**src/hdl/bqr_pkg.sv**
```systemverilog
// ----------------------------------------------------------------------------
// bqr_pkg
// Shared types and fixed field widths of the bounded queue with removal.
// ----------------------------------------------------------------------------
package bqr_pkg;

    localparam int CMD_W    = 3;
    localparam int VALUE_W  = 32;
    localparam int STATUS_W = 2;
    localparam int DATA_W   = 32;
    localparam int OCC_W    = 5;
    localparam int CAP_W    = 5;

    localparam logic [CAP_W-1:0] CAP_RESET = 5'd16;

    typedef enum logic [CMD_W-1:0] {
        CMD_PUT    = 3'd0,
        CMD_GET    = 3'd1,
        CMD_POP    = 3'd2,
        CMD_REMOVE = 3'd3,
        CMD_COUNT  = 3'd4
    } cmd_t;

    typedef enum logic [STATUS_W-1:0] {
        ST_OK        = 2'd0,
        ST_FULL      = 2'd1,
        ST_EMPTY     = 2'd2,
        ST_NOT_FOUND = 2'd3
    } status_t;

    typedef enum logic [2:0] {
        S_IDLE,
        S_DECODE,
        S_RDATA,
        S_SCAN,
        S_SHIFT,
        S_RESP
    } state_t;

    typedef struct packed {
        status_t             status;
        logic [DATA_W-1:0]   data;
        logic [OCC_W-1:0]    occupancy;
    } res_t;

endpackage

```
**src/hdl/bqr_ram.sv**
```systemverilog
// ----------------------------------------------------------------------------
// bqr_ram
// Generic single-write, single-read RAM with registered read data.
// ----------------------------------------------------------------------------
module bqr_ram #(
    parameter int WIDTH = 32,
    parameter int DEPTH = 16
) (
    input  logic                     clk,
    input  logic                     we,
    input  logic [$clog2(DEPTH)-1:0] waddr,
    input  logic [WIDTH-1:0]         wdata,
    input  logic [$clog2(DEPTH)-1:0] raddr,
    output logic [WIDTH-1:0]         rdata
);

    logic [WIDTH-1:0] mem [DEPTH];

    always_ff @(posedge clk) begin
        if (we) begin
            mem[waddr] <= wdata;
        end
        rdata <= mem[raddr];
    end

endmodule

```
**src/hdl/bqr_seq.sv**
```systemverilog
// ----------------------------------------------------------------------------
// bqr_seq
// Command sequencer: decodes one command, drives the entry RAM, scans and
// shifts for remove, and presents one result to the output register.
// ----------------------------------------------------------------------------
module bqr_seq #(
    parameter int DEPTH     = 16,
    parameter int WORD_BITS = 32
) (
    input  logic                          aclk,
    input  logic                          aresetn,
    input  logic                          s_valid,
    output logic                          s_ready,
    input  logic [bqr_pkg::CMD_W-1:0]     s_command,
    input  logic [bqr_pkg::VALUE_W-1:0]   s_value,
    input  logic                          cfg_we,
    input  logic [bqr_pkg::CAP_W-1:0]     cfg_data,
    output logic                          mem_we,
    output logic [$clog2(DEPTH)-1:0]      mem_waddr,
    output logic [WORD_BITS-1:0]          mem_wdata,
    output logic [$clog2(DEPTH)-1:0]      mem_raddr,
    input  logic [WORD_BITS-1:0]          mem_rdata,
    output logic                          res_valid,
    input  logic                          res_ready,
    output bqr_pkg::res_t                 res
);

    import bqr_pkg::*;

    localparam int AW = $clog2(DEPTH);
    localparam int CW = $clog2(DEPTH + 1);
    localparam int LW = (CW > CAP_W) ? CW : CAP_W;

    state_t               state_reg, state_next;
    cmd_t                 cmd_reg, cmd_next;
    logic [WORD_BITS-1:0] word_reg, word_next;
    logic [AW-1:0]        head_reg, head_next;
    logic [CW-1:0]        count_reg, count_next;
    logic [CW-1:0]        idx_reg, idx_next;
    status_t              status_reg, status_next;
    logic [DATA_W-1:0]    data_reg, data_next;
    logic [CAP_W-1:0]     cap_reg, cap_next;

    logic          accept;
    logic          full;
    logic          empty;
    logic          hit;
    logic [CW-1:0] idx_p1;
    logic [CW-1:0] idx_p2;

    function automatic logic [AW-1:0] slot(input logic [AW-1:0] head,
                                           input logic [CW-1:0] off);
        logic [CW:0] sum;
        sum = (CW+1)'(head) + (CW+1)'(off);
        if (sum >= (CW+1)'(DEPTH)) begin
            sum = sum - (CW+1)'(DEPTH);
        end
        return sum[AW-1:0];
    endfunction

    assign s_ready = (state_reg == S_IDLE) || ((state_reg == S_RESP) && res_ready);
    assign accept  = s_valid && s_ready;
    assign full    = (LW'(count_reg) >= LW'(cap_reg)) || (count_reg == CW'(DEPTH));
    assign empty   = (count_reg == '0);
    assign hit     = (mem_rdata == word_reg);
    assign idx_p1  = idx_reg + CW'(1);
    assign idx_p2  = idx_reg + CW'(2);

    assign res_valid     = (state_reg == S_RESP);
    assign res.status    = status_reg;
    assign res.data      = data_reg;
    assign res.occupancy = OCC_W'(count_reg);

    always_comb begin
        state_next = state_reg;
        case (state_reg)
            S_IDLE: begin
                if (accept) begin
                    state_next = S_DECODE;
                end
            end
            S_DECODE: begin
                case (cmd_reg)
                    CMD_GET, CMD_POP: state_next = empty ? S_RESP : S_RDATA;
                    CMD_REMOVE:       state_next = empty ? S_RESP : S_SCAN;
                    default:          state_next = S_RESP;
                endcase
            end
            S_RDATA: state_next = S_RESP;
            S_SCAN: begin
                if (idx_p1 < count_reg) begin
                    state_next = hit ? S_SHIFT : S_SCAN;
                end else begin
                    state_next = S_RESP;
                end
            end
            S_SHIFT: begin
                if (idx_p2 >= count_reg) begin
                    state_next = S_RESP;
                end
            end
            S_RESP: begin
                if (res_ready) begin
                    state_next = accept ? S_DECODE : S_IDLE;
                end
            end
            default: state_next = S_IDLE;
        endcase
    end

    always_comb begin
        cmd_next    = cmd_reg;
        word_next   = word_reg;
        head_next   = head_reg;
        count_next  = count_reg;
        idx_next    = idx_reg;
        status_next = status_reg;
        data_next   = data_reg;
        cap_next    = cfg_we ? cfg_data : cap_reg;
        mem_we      = 1'b0;
        mem_waddr   = slot(head_reg, count_reg);
        mem_wdata   = word_reg;
        mem_raddr   = slot(head_reg, '0);

        if (accept) begin
            cmd_next  = cmd_t'(s_command);
            word_next = WORD_BITS'(s_value);
        end

        case (state_reg)
            S_DECODE: begin
                status_next = ST_OK;
                data_next   = '0;
                idx_next    = '0;
                case (cmd_reg)
                    CMD_PUT: begin
                        if (full) begin
                            status_next = ST_FULL;
                        end else begin
                            mem_we     = 1'b1;
                            count_next = count_reg + CW'(1);
                        end
                    end
                    CMD_GET: begin
                        if (empty) begin
                            status_next = ST_EMPTY;
                        end
                    end
                    CMD_POP: begin
                        if (empty) begin
                            status_next = ST_EMPTY;
                        end
                        mem_raddr = slot(head_reg, count_reg - CW'(1));
                    end
                    CMD_REMOVE: begin
                        if (empty) begin
                            status_next = ST_NOT_FOUND;
                        end
                    end
                    default: ;
                endcase
            end
            S_RDATA: begin
                data_next  = DATA_W'(mem_rdata);
                count_next = count_reg - CW'(1);
                if (cmd_reg == CMD_GET) begin
                    head_next = slot(head_reg, CW'(1));
                end
            end
            S_SCAN: begin
                mem_raddr = slot(head_reg, idx_p1);
                if (hit) begin
                    if (idx_p1 >= count_reg) begin
                        count_next = count_reg - CW'(1);
                    end
                end else if (idx_p1 < count_reg) begin
                    idx_next = idx_p1;
                end else begin
                    status_next = ST_NOT_FOUND;
                end
            end
            S_SHIFT: begin
                // move entry idx+1 down into idx, fetch idx+2
                mem_we    = 1'b1;
                mem_waddr = slot(head_reg, idx_reg);
                mem_wdata = mem_rdata;
                mem_raddr = slot(head_reg, idx_p2);
                if (idx_p2 < count_reg) begin
                    idx_next = idx_p1;
                end else begin
                    count_next = count_reg - CW'(1);
                end
            end
            default: ;
        endcase
    end

    always_ff @(posedge aclk) begin
        if (!aresetn) begin
            state_reg <= S_IDLE;
            head_reg  <= '0;
            count_reg <= '0;
            cap_reg   <= CAP_RESET;
        end else begin
            state_reg <= state_next;
            head_reg  <= head_next;
            count_reg <= count_next;
            cap_reg   <= cap_next;
        end
    end

    always_ff @(posedge aclk) begin
        cmd_reg    <= cmd_next;
        word_reg   <= word_next;
        idx_reg    <= idx_next;
        status_reg <= status_next;
        data_reg   <= data_next;
    end

endmodule

```
**src/hdl/bounded_queue_with_removal_unit.sv**
```systemverilog
// ----------------------------------------------------------------------------
// bounded_queue_with_removal_unit
// Each command passes decode and then the result state; on a nonempty queue,
// get and pop also pass the RAM read state and remove scans the entries (one
// RAM read per entry), shifting on a hit. A new command is taken in idle or as
// the result is taken; remove holds the input until its scan and shift are done.
// Synchronous reset empties the queue and sets the capacity limit to 16;
// the entry RAM is not cleared.
// ----------------------------------------------------------------------------
module bounded_queue_with_removal_unit #(
    parameter int DEPTH     = 16,
    parameter int WORD_BITS = 32
) (
    input  logic                          aclk,
    input  logic                          aresetn,
    input  logic                          s_valid,
    output logic                          s_ready,
    input  logic [bqr_pkg::CMD_W-1:0]     s_command,
    input  logic [bqr_pkg::VALUE_W-1:0]   s_value,
    output logic                          m_valid,
    input  logic                          m_ready,
    output logic [bqr_pkg::STATUS_W-1:0]  m_status,
    output logic [bqr_pkg::DATA_W-1:0]    m_data_out,
    output logic [bqr_pkg::OCC_W-1:0]     m_occupancy,
    input  logic                          cfg_valid,
    output logic                          cfg_ready,
    input  logic [bqr_pkg::CAP_W-1:0]     cfg_data
);

    import bqr_pkg::*;

    localparam int AW = $clog2(DEPTH);

    logic                 mem_we;
    logic [AW-1:0]        mem_waddr;
    logic [WORD_BITS-1:0] mem_wdata;
    logic [AW-1:0]        mem_raddr;
    logic [WORD_BITS-1:0] mem_rdata;
    logic                 res_valid;
    logic                 res_ready;
    res_t                 res;

    logic                 m_valid_reg, m_valid_next;
    logic [STATUS_W-1:0]  m_status_reg, m_status_next;
    logic [DATA_W-1:0]    m_data_reg, m_data_next;
    logic [OCC_W-1:0]     m_occ_reg, m_occ_next;

    assign cfg_ready = 1'b1;
    assign res_ready = !m_valid_reg || m_ready;

    bqr_seq #(
        .DEPTH     (DEPTH),
        .WORD_BITS (WORD_BITS)
    ) u_seq (
        .aclk      (aclk),
        .aresetn   (aresetn),
        .s_valid   (s_valid),
        .s_ready   (s_ready),
        .s_command (s_command),
        .s_value   (s_value),
        .cfg_we    (cfg_valid && cfg_ready),
        .cfg_data  (cfg_data),
        .mem_we    (mem_we),
        .mem_waddr (mem_waddr),
        .mem_wdata (mem_wdata),
        .mem_raddr (mem_raddr),
        .mem_rdata (mem_rdata),
        .res_valid (res_valid),
        .res_ready (res_ready),
        .res       (res)
    );

    bqr_ram #(
        .WIDTH (WORD_BITS),
        .DEPTH (DEPTH)
    ) u_ram (
        .clk   (aclk),
        .we    (mem_we),
        .waddr (mem_waddr),
        .wdata (mem_wdata),
        .raddr (mem_raddr),
        .rdata (mem_rdata)
    );

    always_comb begin
        m_valid_next  = m_valid_reg;
        m_status_next = m_status_reg;
        m_data_next   = m_data_reg;
        m_occ_next    = m_occ_reg;
        if (res_ready) begin
            m_valid_next = res_valid;
            if (res_valid) begin
                m_status_next = res.status;
                m_data_next   = res.data;
                m_occ_next    = res.occupancy;
            end
        end
    end

    always_ff @(posedge aclk) begin
        if (!aresetn) begin
            m_valid_reg <= 1'b0;
        end else begin
            m_valid_reg <= m_valid_next;
        end
    end

    always_ff @(posedge aclk) begin
        m_status_reg <= m_status_next;
        m_data_reg   <= m_data_next;
        m_occ_reg    <= m_occ_next;
    end

    assign m_valid     = m_valid_reg;
    assign m_status    = m_status_reg;
    assign m_data_out  = m_data_reg;
    assign m_occupancy = m_occ_reg;

endmodule

```
**config.mk**
```make
export PLATFORM = sky130hd
export DESIGN_NAME = bounded_queue_with_removal_unit
export DESIGN_NICKNAME = d
export VERILOG_FILES = /design/src/hdl/bqr_pkg.sv /design/src/hdl/bqr_ram.sv /design/src/hdl/bqr_seq.sv /design/src/hdl/bounded_queue_with_removal_unit.sv
export SDC_FILE = /design/constraint.sdc
export NUM_CORES = 1
export LEC_CHECK = 0
export BUFFER_PORTS_ARGS = -buffer_cell sky130_fd_sc_hd__buf_2
export CAP_MARGIN = 10
export CORE_MARGIN = 3
export CORE_UTILIZATION = 55
export CTS_BUF_LIST = sky130_fd_sc_hd__clkbuf_16
export CTS_CLUSTER_SIZE = 28
export DETAILED_ROUTE_END_ITERATION = 10
export GPL_ROUTABILITY_DRIVEN = 1
export PLACE_DENSITY = 0.69
export SYNTH_ARGS = -nofsm -noshare
export SYNTH_HDL_FRONTEND = slang
export SYNTH_SLANG_ARGS = --single-unit
```
**constraint.sdc**
```tcl
create_clock -name aclk -period 8.77 [get_ports aclk]
set_input_delay 0.877 -clock aclk [delete_from_list [all_inputs] [get_ports aclk]]
set_output_delay 0.877 -clock aclk [all_outputs]
set_load 0.02 [all_outputs]
```
==> impl_metrics.yaml, run 1 <==
status:
  outcome: "finished clean"
route:
  drt.antenna.violating_nets: 0
  drt-initial-drc-count: 1651
  detail_route.wirelength_um: 64800
  detailroute.via_count: 16600
  met2_length_um: 30800
  wire_per_inst_um: 22.9
  post-route-drc-count: 0
  drtPass1Iterations: 5
  wl_met1_um: 27000
  viasPerCell: 5.87
  met3_length_um: 5160
  highest-signal-layer: "met4"
cts:
  cts_root_buffer: "sky130_fd_sc_hd__clkbuf_16"
  clk_pin_slew_ns: 0.06
  clock-sinks: 675
  clock_tree.htree_level_count: 3
  cts_hold_buf: 0
  cts_max_path_buffers: 3
  postCtsResizedCells: 0
  cts-buffers-inserted: 68
  tritoncts_clock_tree: "done"
  clk_latency_ns: 0.58
  post_cts.repair.setup_buffers: 0
grt:
  grt_pass1_vias: 15800
  maximum_number_of_pins_on_one_net_before_global_route_repair: 135
  initial_antenna_violation_count: 0
  grt_pass1_wl_um: 97600
  grt.total_usage: 0.247
  grt_overflow_total: 0
power:
  p_per_area_nw_per_um2: 324
  leakage_component_of_the_power_nw: 10.9
  total_power_mw: 9.90
  power.ir.vdd_worst_mv: 0.167
critical_path:
  rrSetupSlack_ns: 4.06
  r2r_start: "u_seq.state_reg[2]"
  crit_path_max_fanout: 61
  cp_slowest_stage_delay_ns: 0.80
  crit_path_end: "u_ram.rdata[18]"
  crit_family: "compound AO/OA/AOI/OAI gates"
  worst_r2r_endpoint: "u_ram.rdata[18]"
  timing.setup.critical_path_class: "register to register"
  worst_setup_path_startpoint: "u_seq.state_reg[2]"
  cp.arrival_ns: 5.12
  worstSetupPathDepth: 12
  timing.critical_path.slowest_stage_cell: "sky130_fd_sc_hd__a32o_4"
  worst-path-buf-inv: 2
  critical_path.endpoint_type: "register"
  crit_path_cell_trace: "nor3b_2, buf_4, xnor2_1, ha_1, nand2b_1, a32oi_1, a32o_4, buf_4, mux2i_1, a32oi_1, nand3_1, mux2i_1"
  worst_setup_path_start_kind: "register"
  r2r.worst_path.cells: 12
  worst-endpoint-required_ns: 9.19
logic_synthesis:
  synth_ff_type: "sky130_fd_sc_hd__edfxtp_1"
  postSynthCellCount: 2046
  library_cell_occupying_the_most_area_in_the_post_synthesis_netlist: "sky130_fd_sc_hd__edfxtp_1"
  async_flop_share: 0
  synth_top_cells_by_area: "sky130_fd_sc_hd__edfxtp_1, sky130_fd_sc_hd__nand2_1, sky130_fd_sc_hd__nand3_1, sky130_fd_sc_hd__dfxtp_1, sky130_fd_sc_hd__mux2i_1"
  ys_warn_count: 0
  yosysMostFrequentCell: "sky130_fd_sc_hd__edfxtp_1"
  synth_seq_area_share: 0.725
  synth.ff_latch_count: 675
  synth_area_per_cell_sq_um: 13.3
  synth_edf_count: 625
  synth.top_cells.by_count: "sky130_fd_sc_hd__edfxtp_1, sky130_fd_sc_hd__nand2_1, sky130_fd_sc_hd__nand3_1"
  synth_area_sq_um: 27300
  synthDominantCellAreaShare: 0.689
  syn_nets: 2124
  synth_cell_types: 61
finish:
  max_flop_register: "u_ram.mem"
  post_route_cells_drive_above_1_share: 0.114
  antenna_cells_inserted: 0
  largest_register_ffs: 512
  nNetsFinal: 2200
  post-route-util: 0.631
  flow.area_growth_from_synthesis_pct: 11.9
die:
  num_rows: 80
  floorplan.die_area_sq_um: 52300
  chipWidth_um: 229
  chipHeight_um: 229
  fp.coreArea_sq_um: 48300
  floorplan.initialDensity: 0.564
  num_io_pins: 87
sta:
  grt_setup_unrepaired: "false"
  setup_viol: 0
  tns_ns: 0
  drv_slew: 0
  skew_ns: 0.0199
  minimum_clock_period_ns: 4.71
  hold_violations: 0
  final_cycle_share: 0.537
  fmax_ghz: 0.212
  tightestPinTransition_ns: 1.18
  relSlewSlack: 0.215
  final.setup.worst_slack_ns: 4.06
place:
  io_buffer_count: 85
  hpwl_um: 33800
  pre_cts_slack_ns: 4.25
  gpl.final_weighted_congestion: 0.871
run:
  cap_viol_max_count: 0
hold_path:
  holdCritPathClass: "register to register"
[cell families after synthesis]
logic type               share of synthesized area
XOR/XNOR                                    0.0177
AO/OA/AOI/OAI                               0.0275
adder cells (fa/ha/maj)                     0.0160
flip-flops                                   0.725
multiplexers                                0.0296
buffers and inverters                       0.0250
AND/OR/NAND/NOR                              0.159
other                                     0.000138
[worst min path at each step]
stage                             startpoint             end  slack, ns  cells after the start
after CTS                 u_seq.data_reg[20]  m_data_out[20]       0.42                      0
after floorplan            u_seq.data_reg[0]   m_data_out[0]       0.40                      0
after global routing      u_seq.data_reg[24]  m_data_out[24]       0.43                      0
after global placement    u_seq.data_reg[23]  m_data_out[23]       0.40                      0
final                     u_seq.data_reg[20]  m_data_out[20]       0.42                      0
after detailed placement  u_seq.data_reg[20]  m_data_out[20]       0.40                      0
[cells in the final DEF, fill, tap and decap left out, types with 40 or more instances in the layout]
master                      netlist  layout
sky130_fd_sc_hd__edfxtp_1       625     625
sky130_fd_sc_hd__nand2_1        572     572
sky130_fd_sc_hd__nand3_1        231     231
sky130_fd_sc_hd__buf_2           70      85
sky130_fd_sc_hd__mux2i_1         76      76
sky130_fd_sc_hd__clkbuf_16        0      69
sky130_fd_sc_hd__dfxtp_1         50      50
sky130_fd_sc_hd__xnor2_1         48      48
sky130_fd_sc_hd__nand4_1         43      43
sky130_fd_sc_hd__and2_1          42      40
[metrics by stage]
| step | area, sq um | cells | hold WS (ns) |
|---|---|---|---|
| floorplan | 27300 | 2046 | 0.400 |
| global route | 30500 | 2829 | 0.425 |
| detailed placement | 28300 | 2708 | 0.405 |
| global placement | 28300 | 2708 | 0.400 |
| finish | 30500 | 2829 | 0.418 |
| CTS | 30500 | 2829 | 0.419 |
[report_power, final]
| group | switching, mW | leakage, nW | internal, mW | total, mW |
|---|---|---|---|---|
| Clock | 1.15 | 1.12 | 1.66 | 2.82 |
| Combinational | 1.85 | 3.69 | 0.808 | 2.65 |
| Sequential | 0.233 | 6.09 | 4.19 | 4.43 |
| Total | 3.23 | 10.9 | 6.66 | 9.90 |
[metal layers]
layer	vias to the layer above	global-route usage
li1	7539	-
met1	8209	0.346
met2	734	0.399
met3	127	0.0430
met4	0	0.0811
met5	-	0
[final cells by class]
cell class                 instances  area (sq um)
clock inverter                    52           440
inverter                          22          82.6
clock buffer                      69          1730
fill                            3567         17800
multi-input combinational       1237          6980
tap                              656           821
timing repair buffer             118           686
sequential                       675         19800
Power figures use the tool's default switching activity.
==> inputs of run 2 (changes only) <==
PLACE_DENSITY = 0.72   (was 0.69)
clock period = 3.83 ns   (was 8.77 ns; I/O delays follow)
==> run 2 against run 1 <==
Utilization increased by 1.8 points. Fmax increased by 30%. Hold slack got worse by 0.38 ns. Non-clock buffer count increased by 78. Final cell count increased by 2.8%.
==> impl_metrics.yaml, run 2 (same netlist as run 1, synthesis figures left out) <==
die:
  fp.coreArea_sq_um: 48300
  floorplan.die_area_sq_um: 52300
  num_io_pins: 87
  chipHeight_um: 229
  num_rows: 80
  chipWidth_um: 229
  floorplan.initialDensity: 0.564
cts:
  tritoncts_clock_tree: "done"
  clock-sinks: 675
  cts_max_path_buffers: 3
  clock_tree.htree_level_count: 3
  post_cts.repair.setup_buffers: 0
  clk_latency_ns: 0.60
  cts-buffers-inserted: 69
  cts_root_buffer: "sky130_fd_sc_hd__clkbuf_16"
  clk_pin_slew_ns: 0.06
  cts_hold_buf: 36
  postCtsResizedCells: 0
sta:
  setup_viol: 0
  skew_ns: 0.0252
  final.hold.worst_slack_ns: 0.0372
  minimum_clock_period_ns: 3.63
  drv_slew: 0
  grt_setup_unrepaired: "false"
  tightestPinTransition_ns: 0.636
  final_cycle_share: 0.949
  relSlewSlack: 0.572
  fmax_ghz: 0.275
  hold_violations: 0
run:
  cap_viol_max_count: 0
place:
  dpl-instance-area_sq_um: 28900
  gpl.final_weighted_congestion: 0.853
  hpwl_um: 39800
  io_buffer_count: 85
route:
  wire_per_inst_um: 22.7
  viasPerCell: 5.87
  post-route-drc-count: 0
  drt.antenna.violating_nets: 0
  detail_route.wirelength_um: 66000
  drtPass1Iterations: 6
  detailroute.via_count: 17100
  drt-initial-drc-count: 1914
finish:
  nNetsFinal: 2279
  post_route_cells_drive_above_1_share: 0.128
  final_common_cell: "sky130_fd_sc_hd__edfxtp_1"
  finalInstanceArea_sq_um: 31400
  filler_cell_count: 3411
  mostFrequentLayoutCells: "sky130_fd_sc_hd__edfxtp_1, sky130_fd_sc_hd__nand2_1, sky130_fd_sc_hd__nand3_1"
  max_flop_register: "u_ram.mem"
  largest_register_ffs: 512
  antenna_cells_inserted: 0
  post-route-util: 0.649
  flow.area_growth_from_synthesis_pct: 15.2
grt:
  grt.total_usage: 0.251
  grt_pass1_wl_um: 101000
  maximum_number_of_pins_on_one_net_before_global_route_repair: 91
  grt_pass1_vias: 16700
  initial_antenna_violation_count: 1
  grt_overflow_total: 0
critical_path:
  crit_path_max_fanout: 44
  r2r_start: "u_seq.state_reg[1]"
  worst-endpoint-required_ns: 4.32
  r2r.worst_path.cells: 13
  worst_setup_path_start_kind: "register"
  rrSetupSlack_ns: 0.20
  timing.setup.critical_path_class: "register to register"
  critical_path.endpoint_type: "register"
  worst_r2r_endpoint: "u_ram.rdata[10]"
  cp.arrival_ns: 4.13
hold_path:
  worstHoldPathCells: 3
  min-delay-start: "cfg_data[2]"
  holdCritPathClass: "primary input to register"
  timing.hold.worst_endpoint: "u_seq.cap_reg[2]"
power:
  comb_power_share: 0.289
  sw_frac_of_total: 0.336
  clock_power_share: 0.275
  internal-power_mw: 15.4
  leakage_component_of_the_power_nw: 11.3
  p_per_area_nw_per_um2: 739
  seq_power_share: 0.436
  power.ir.vdd_worst_mv: 0.672
  power.switching_mw: 7.79
status:
  outcome: "finished clean"
-- run 2: per-layer routing --
layer / routed length [um] / vias to the layer above / global-route usage
met1: 27100 / 8400 / 0.355
met3: 5470 / 154 / 0.0419
met2: 31100 / 818 / 0.396
met4: 2300 / 0 / 0.0967
met5: 0 / - / 0
li1: - / 7694 / -
-- run 2: final cells by class --
class	count	area, sq um	share of cell area
multi-input combinational	1237	7020	0.224
inverter	22	82.6	0.00263
tap	656	821	0.0261
clock inverter	52	393	0.0125
timing repair buffer	196	1540	0.0489
clock buffer	71	1780	0.0566
sequential	675	19800	0.630
-- run 2: power by group through the flow --
stage | sequential [mW] | clock [mW] | combinational (mW)
after floorplan | 10.1 | 0 | 4.47
after global placement | 10.2 | 0 | 6.45
after detailed placement | 10.3 | 0 | 6.61
after CTS | 10.1 | 6.48 | 6.69
after global routing | 10.2 | 6.81 | 7.33
final | 10.1 | 6.39 | 6.70
-- run 2: critical path: stages (launching register included) --
cell and delay (ns):
sky130_fd_sc_hd__dfxtp_1 0.38, sky130_fd_sc_hd__nor3b_2 0.30, sky130_fd_sc_hd__buf_12 0.25, sky130_fd_sc_hd__xnor2_1 0.14, sky130_fd_sc_hd__ha_1 0.26, sky130_fd_sc_hd__nand2b_1 0.15
sky130_fd_sc_hd__a32oi_1 0.37, sky130_fd_sc_hd__a32o_4 0.58, sky130_fd_sc_hd__buf_12 0.31, sky130_fd_sc_hd__buf_4 0.25, sky130_fd_sc_hd__nand2_1 0.09, sky130_fd_sc_hd__nand3_1 0.09
sky130_fd_sc_hd__nand4_1 0.11, sky130_fd_sc_hd__mux2i_1 0.21
-- run 2: worst max path at each step --
stage / slack [ns] / endpoint / from / depth (start not counted)
6_report: 0.20 / u_ram.rdata[10] / u_seq.state_reg[1] / 13
5_1_grt: 0.04 / u_ram.rdata[10] / u_seq.state_reg[1] / 13
4_1_cts: 0.22 / u_ram.rdata[10] / u_seq.state_reg[1] / 13
3_5_place_dp: 0.28 / u_ram.rdata[10] / u_seq.state_reg[1] / 13
3_3_place_gp: 0.44 / u_ram.rdata[26] / u_seq.state_reg[1] / 12
2_1_floorplan: -0.36 / u_ram.mem[7][0] / u_seq.count_reg[0] / 9
-- run 2: metrics by stage --
step	setup TNS [ns]	total power, mW	setup WS [ns]	std cells
floorplan	-82.20	14.5	-0.362	2046
global placement	0	16.7	0.436	2750
detailed placement	0	16.9	0.277	2750
CTS	0	23.3	0.225	2909
global route	0	24.3	0.0394	2909
finish	0	23.2	0.197	2909
